==> config.mk <==
export PLATFORM = sky130hd
export DESIGN_NAME = slos_cross
export DESIGN_NICKNAME = d
export VERILOG_FILES = /design/src/slos_pkg.sv /design/src/slos_cross.sv
export SDC_FILE = /design/constraint.sdc
export NUM_CORES = 2
export LEC_CHECK = 0
export ABC_AREA = 1
export BUFFER_PORTS_ARGS = -buffer_cell sky130_fd_sc_hd__buf_2
export CORE_ASPECT_RATIO = 1.5
export CORE_MARGIN = 1.5
export CORE_UTILIZATION = 60
export DETAILED_ROUTE_END_ITERATION = 8
export GPL_TIMING_DRIVEN = 1
export MAX_ROUTING_LAYER = met4
export PLACE_DENSITY_LB_ADDON = 0.25
export SLEW_MARGIN = 20
export SYNTH_ARGS = -nofsm -noshare
export SYNTH_HDL_FRONTEND = slang
export SYNTH_SLANG_ARGS = --single-unit
export TNS_END_PERCENT = 50
==> constraint.sdc <==
create_clock -name clock -period 9.4 [get_ports clock]
set_input_delay 0.94 -clock clock [delete_from_list [all_inputs] [get_ports clock]]
set_output_delay 0.94 -clock clock [all_outputs]
set_load 0.005 [all_outputs]
==> src/slos_pkg.sv <==
// shared types, constants and helpers of the segment line-of-sight checker
package slos_pkg;

   localparam int MAX_SEGMENTS = 256;
   localparam int COORD_BITS   = 10;

   localparam int ADDR_BITS  = (MAX_SEGMENTS > 1) ? $clog2(MAX_SEGMENTS) : 1;
   localparam int COUNT_BITS = $clog2(MAX_SEGMENTS + 1);
   localparam int SEG_BITS   = 4 * COORD_BITS;
   localparam int DIFF_BITS  = COORD_BITS + 1;
   localparam int PROD_BITS  = 2 * DIFF_BITS;
   localparam int CROSS_BITS = PROD_BITS + 1;

   typedef enum logic [1:0] {
      OP_CLEAR  = 2'd0,
      OP_APPEND = 2'd1,
      OP_QUERY  = 2'd2,
      OP_NONE   = 2'd3
   } opcode_type;

   typedef struct packed {
      logic [COORD_BITS-1:0] x0;
      logic [COORD_BITS-1:0] y0;
      logic [COORD_BITS-1:0] x1;
      logic [COORD_BITS-1:0] y1;
   } segment_type;

   // sight line origin and direction
   typedef struct packed {
      logic [COORD_BITS-1:0]       ax;
      logic [COORD_BITS-1:0]       ay;
      logic signed [DIFF_BITS-1:0] lx;
      logic signed [DIFF_BITS-1:0] ly;
   } line_type;

   typedef struct packed {
      logic valid;
      logic last;
   } tag_type;

   typedef struct packed {
      logic valid;
      logic last;
      logic blocked;
   } verdict_type;

   // field center in internal units: 2*(c mod half range) + 1
   function automatic logic [COORD_BITS-1:0] to_internal(input logic [COORD_BITS-1:0] c);
      return {c[COORD_BITS-2:0], 1'b1};
   endfunction

endpackage

==> src/slos_cross.sv <==
// pipelined crossing test of the sight line against one stored segment per cycle
module slos_cross (
   input  logic                 clock,
   input  logic                 reset,
   input  slos_pkg::tag_type     tag_in,
   input  slos_pkg::segment_type seg_in,
   input  slos_pkg::line_type    line_in,
   output slos_pkg::verdict_type verdict
);

   localparam int DB = slos_pkg::DIFF_BITS;
   localparam int PB = slos_pkg::PROD_BITS;
   localparam int CB = slos_pkg::CROSS_BITS;

   // stage 1: segment direction and offset from line origin
   slos_pkg::tag_type    tag1_ff;
   logic signed [DB-1:0] wx_ff, wy_ff, dx_ff, dy_ff;
   // stage 2: partial products
   slos_pkg::tag_type    tag2_ff;
   logic signed [PB-1:0] p_wxly_ff, p_lxwy_ff, p_lxdy_ff, p_dxly_ff, p_wxdy_ff, p_dxwy_ff;
   // stage 3: cross products
   slos_pkg::tag_type    tag3_ff;
   logic signed [CB-1:0] den_ff, u_ff, t_ff;
   // stage 4: verdict
   slos_pkg::verdict_type verdict_ff;

   logic signed [DB-1:0] wx_in, wy_in, dx_in, dy_in;
   logic signed [CB-1:0] den_in, u_in, t_in;
   logic                 den_pos, den_neg, u_pos, u_neg, t_pos, t_neg;
   logic                 blocked_in;

   always_comb begin
      wx_in = $signed({1'b0, seg_in.x1}) - $signed({1'b0, seg_in.x0});
      wy_in = $signed({1'b0, seg_in.y1}) - $signed({1'b0, seg_in.y0});
      dx_in = $signed({1'b0, seg_in.x0}) - $signed({1'b0, line_in.ax});
      dy_in = $signed({1'b0, seg_in.y0}) - $signed({1'b0, line_in.ay});

      den_in = CB'(p_wxly_ff) - CB'(p_lxwy_ff);
      u_in   = CB'(p_lxdy_ff) - CB'(p_dxly_ff);
      t_in   = CB'(p_wxdy_ff) - CB'(p_dxwy_ff);

      den_neg = den_ff[CB-1];
      den_pos = !den_ff[CB-1] && (den_ff != '0);
      u_neg   = u_ff[CB-1];
      u_pos   = !u_ff[CB-1] && (u_ff != '0);
      t_neg   = t_ff[CB-1];
      t_pos   = !t_ff[CB-1] && (t_ff != '0);
      // negative denominator: same test with the interval mirrored
      blocked_in = (den_pos && u_pos && (u_ff < den_ff) && t_pos && (t_ff < den_ff)) ||
                   (den_neg && u_neg && (u_ff > den_ff) && t_neg && (t_ff > den_ff));
   end

   always_ff @(posedge clock) begin
      if (reset) begin
         tag1_ff    <= '0;
         tag2_ff    <= '0;
         tag3_ff    <= '0;
         verdict_ff <= '0;
      end else begin
         tag1_ff            <= tag_in;
         tag2_ff            <= tag1_ff;
         tag3_ff            <= tag2_ff;
         verdict_ff.valid   <= tag3_ff.valid;
         verdict_ff.last    <= tag3_ff.last;
         verdict_ff.blocked <= blocked_in;
      end
      wx_ff     <= wx_in;
      wy_ff     <= wy_in;
      dx_ff     <= dx_in;
      dy_ff     <= dy_in;
      p_wxly_ff <= wx_ff * line_in.ly;
      p_lxwy_ff <= line_in.lx * wy_ff;
      p_lxdy_ff <= line_in.lx * dy_ff;
      p_dxly_ff <= dx_ff * line_in.ly;
      p_wxdy_ff <= wx_ff * dy_ff;
      p_dxwy_ff <= dx_ff * wy_ff;
      den_ff    <= den_in;
      u_ff      <= u_in;
      t_ff      <= t_in;
   end

   assign verdict = verdict_ff;

endmodule

==> summary.log <==
[status] status complete, no violations
[final_layout] utilization of the core after routing 63.8%
[clock_network] number of buffers on the longest clock path 3
[sta] setup slack of the critical path after layout 3.82 ns
[clock_network] TritonCTS clock tree yes
[grt] global-route usage over all layers 33.7%
[job] Max Cap Viol 0
[sta] crit share post-route 59.3%
[routing] iteration count of the initial detailed-routing pass 5
[die] # IOs 89
[setup_path] r2r endpoint p_dxwy_ff[21]$_DFF_P_
[final_layout] final layout net count 6522
[clock_network] clock sink count 254
[setup_path] number of cells on the worst reg-to-reg path 20
[routing] number of vias in the routed layout 32700
[logic_synthesis] average cell area after synthesis 7.89 sq um
[logic_synthesis] Seq/Total Area, Yosys 12.2%
[die] area of the core 68800 sq um
[sta] final slew viol count 0
[min_path] kind of path behind the tightest hold check flip-flop to flip-flop
[logic_synthesis] synthesized netlist net count 6499
[sta] unrepaired setup endpoints after global routing no
[logic_synthesis] post-synthesis sequential element count 254
[place] # port buffers 88
[final_layout] area of all sequential standard cells 5080 sq um
[routing] overall routed net length 111000 um
[place] placed cell area 42900 sq um
[logic_synthesis] arithmetic-cell share of the synthesized area counting full adders, half adders and majority gates 47.2%
[logic_synthesis] portion of netlist area occupied by mux cells 0%
[logic_synthesis] synth warn 0
[clock_network] clock root cell sky130_fd_sc_hd__clkbuf_16
[logic_synthesis] largest cells by area after synthesis sky130_fd_sc_hd__fa_1 34%, sky130_fd_sc_hd__inv_1 14%, sky130_fd_sc_hd__ha_1 13%
[grt] first-pass GRT wire length 179000 um
[grt] overflow left after global routing 0
[final_layout] area used by multi-input combinational logic 30100 sq um
[clock_network] clk slew on worst S/H paths 0.08 ns
[logic_synthesis] dominant cell type by area after synthesis sky130_fd_sc_hd__fa_1
[min_path] terminating pin of the worst hold path tag2_ff[1]$_SDFF_PP0_
[final_layout] fillcell total 6204
[setup_path] setup slack, reg-to-reg 3.82 ns
[final_layout] post-synthesis to final-layout area growth 5.64%
[setup_path] Data arrival, critical path 6.11 ns
[logic_synthesis] count of unique library cells instantiated by Yosys 37
[clock_network] TritonCTS buffer count 28
[setup_path] largest driver fanout on the critical path 18
[die] total number of placement rows 118
[logic_synthesis] Post-synth ARST share 0%
[final_layout] share of final-layout standard cells stronger than drive strength 1 3.99%
[clock_network] count of cells resized by post-cts repair 0
[final_layout] most common library cell in the layout ignoring fill and taps sky130_fd_sc_hd__inv_1
[setup_path] worst reg2reg startpoint wy_ff[10]$_DFF_P_
[grt] largest net degree at the start of global routing 23
[die] Die H 325 um
[clock_network] clock network latency to the later pin of the worst-skew pair 0.63 ns
[min_path] startpoint of the tightest hold check path tag1_ff[1]$_SDFF_PP0_
[min_path] number of cells on the worst hold path 2
[logic_synthesis] post-synthesis xor/xnor area fraction 4.80%
[routing] drt initial violations 1764
[sta] Rel. slew slack 27.1%
[logic_synthesis] number of enable-type register cells in the synthesized netlist 0
[sta] Worst-Margin Slew 1.09 ns
[sta] shortest period the worst path allows 5.58 ns
[sta] number of endpoints with negative hold slack in the final report 0
[clock_network] Post-CTS Setup Bufs 0
[logic_synthesis] most frequently used flop master after synthesis sky130_fd_sc_hd__dfxtp_1
[place] placed wire-length estimate after detailed placement 91500 um
[sta] upper clock frequency limit 179 MHz
[final_layout] post-route cell area 43900 sq um
[clock_network] CTS hold repair buffers 0
[logic_synthesis] simple logic cell fraction of the synthesized area 14.5%
[logic_synthesis] netlist area before placement 41600 sq um
[logic_synthesis] top cell type's share of synthesized area 34.1%
[logic_synthesis] largest family of logic cells by synthesized area adder cells
[place] GPL Wtd Cong 0.974
[routing] ratio of routed vias to standard cells 5.25
[grt] number of global-route vias before repair 35300
[routing] detailed-route DRC error count 0
[die] initial core utilization 60.4%
[clock_network] number of H-tree levels 1
[sta] count of final setup violators 0
[final_layout] highest-count cells in the layout ignoring fill and taps 1554 x sky130_fd_sc_hd__inv_1, 1131 x sky130_fd_sc_hd__nand2_1, 709 x sky130_fd_sc_hd__fa_1
[sta] final setup skew 0.0432 ns
[die] die width 218 um
[setup_path] CP Data Required Time 9.93 ns
[routing] Antenna Nets Post-Route 0
[setup_path] nature of the critical path startpoint flip-flop
[setup_path] CP Capture Type flip-flop
[routing] wire length per cell 17.8 um
[setup_path] CP Class flip-flop to flip-flop
[place] worst slack, placed 3.47 ns
[logic_synthesis] Syn Inst Count 5269
[die] Die Footprint 70900 sq um
[grt] antenna violations before repair 7
[logic_synthesis] post-synthesis compound-gate area fraction 6.02%
[sta] Setup TNS Final 0 ns
==> kinds of logic (layout without fill, tap and decap cells) <==
family,Yosys count,in the layout
other,0,5
AO/OA/AOI/OAI,439,439
adder cells (fa/ha/maj),1144,1144
flip-flops,254,254
buffers and inverters,1687,1732
XOR/XNOR,228,228
AND/OR/NAND/NOR,1517,1517
==> worst max-delay path: stages (launching register included) <==
cell                       delay, ns
sky130_fd_sc_hd__dfxtp_1        0.37
sky130_fd_sc_hd__clkinv_1       0.79
sky130_fd_sc_hd__nor2_1         0.42
sky130_fd_sc_hd__fa_1           0.49
sky130_fd_sc_hd__inv_1          0.10
sky130_fd_sc_hd__fa_1           0.45
sky130_fd_sc_hd__inv_1          0.09
sky130_fd_sc_hd__fa_1           0.44
sky130_fd_sc_hd__fa_1           0.49
sky130_fd_sc_hd__inv_1          0.05
sky130_fd_sc_hd__fa_1           0.47
sky130_fd_sc_hd__inv_1          0.05
sky130_fd_sc_hd__ha_1           0.38
sky130_fd_sc_hd__nand2_1        0.10
sky130_fd_sc_hd__nor3_1         0.24
sky130_fd_sc_hd__nand2_1        0.10
sky130_fd_sc_hd__inv_1          0.08
sky130_fd_sc_hd__nand4_1        0.07
sky130_fd_sc_hd__nand3_1        0.17
sky130_fd_sc_hd__nand3b_1       0.13
sky130_fd_sc_hd__nand2_1        0.05
==> through the flow <==
step           std cells  hold WS [ns]
3_5_place_dp        6162         0.395
6_report            6219         0.402
4_1_cts             6214         0.405
2_1_floorplan       5269         0.388
3_3_place_gp        6162         0.391
5_1_grt             6219         0.424
==> layer usage <==
layer	global-route usage [%]	part of all wire (%)
met5	-	0
met4	23.9	8.7
met3	3.70	4.7
met2	59.7	52
met1	34.2	35
==> cell usage after synthesis (all sizes together) (3+ instances only) <==
master / number
a21boi: 8
a21o: 22
a21oi: 234
a31oi: 13
clkbuf: 130
clkinv: 3
dfxtp: 254
fa: 709
ha: 435
inv: 1554
nand2: 1133
nand3: 86
nand3b: 9
nand4: 34
nor2: 218
nor3: 24
nor4: 8
o2111ai: 3
o21ai: 128
o21bai: 19
o31ai: 9
xnor2: 92
xor2: 136
==> state kept, by name, indices dropped and copies added (netlist names) <==
name and count:
dy_ff 11, t_ff 23, p_wxdy_ff 22, dx_ff 11, tag3_ff 2, wy_ff 11, tag2_ff 2, p_dxwy_ff 22
p_lxdy_ff 22, p_lxwy_ff 22, u_ff 23, p_dxly_ff 22, den_ff 23, tag1_ff 2, p_wxly_ff 22, verdict 3
wx_ff 11
==> worst max-delay path by stage <==
stage | slack (ns) | depth (start not counted) | startpoint | end
detailed placement | 3.47 | 20 | line_in[10] | p_wxly_ff[21]$_DFF_P_
CTS | 3.85 | 20 | wy_ff[10]$_DFF_P_ | p_dxwy_ff[21]$_DFF_P_
global route | 3.43 | 20 | dy_ff[10]$_DFF_P_ | p_wxdy_ff[21]$_DFF_P_
floorplan | 4.12 | 19 | line_in[21] | p_lxdy_ff[21]$_DFF_P_
global placement | 3.54 | 17 | line_in[10] | p_dxly_ff[19]$_DFF_P_
finish | 3.82 | 20 | wy_ff[10]$_DFF_P_ | p_dxwy_ff[21]$_DFF_P_
==> final cells by class <==
cell class	count	share of cell area, %
Antenna cell	5	0.0285
Clock inverter	23	0.627
Clock buffer	29	1.63
Sequential cell	254	11.6
Timing Repair Buffer	123	1.60
Tap cell	900	2.56
Multi-Input combinational cell	3328	68.7
Inverter	1557	13.3
Power is left out: the tool's default activity adds up to more than one toggle a clock period on the data nets, which glitch-free logic cannot reach.
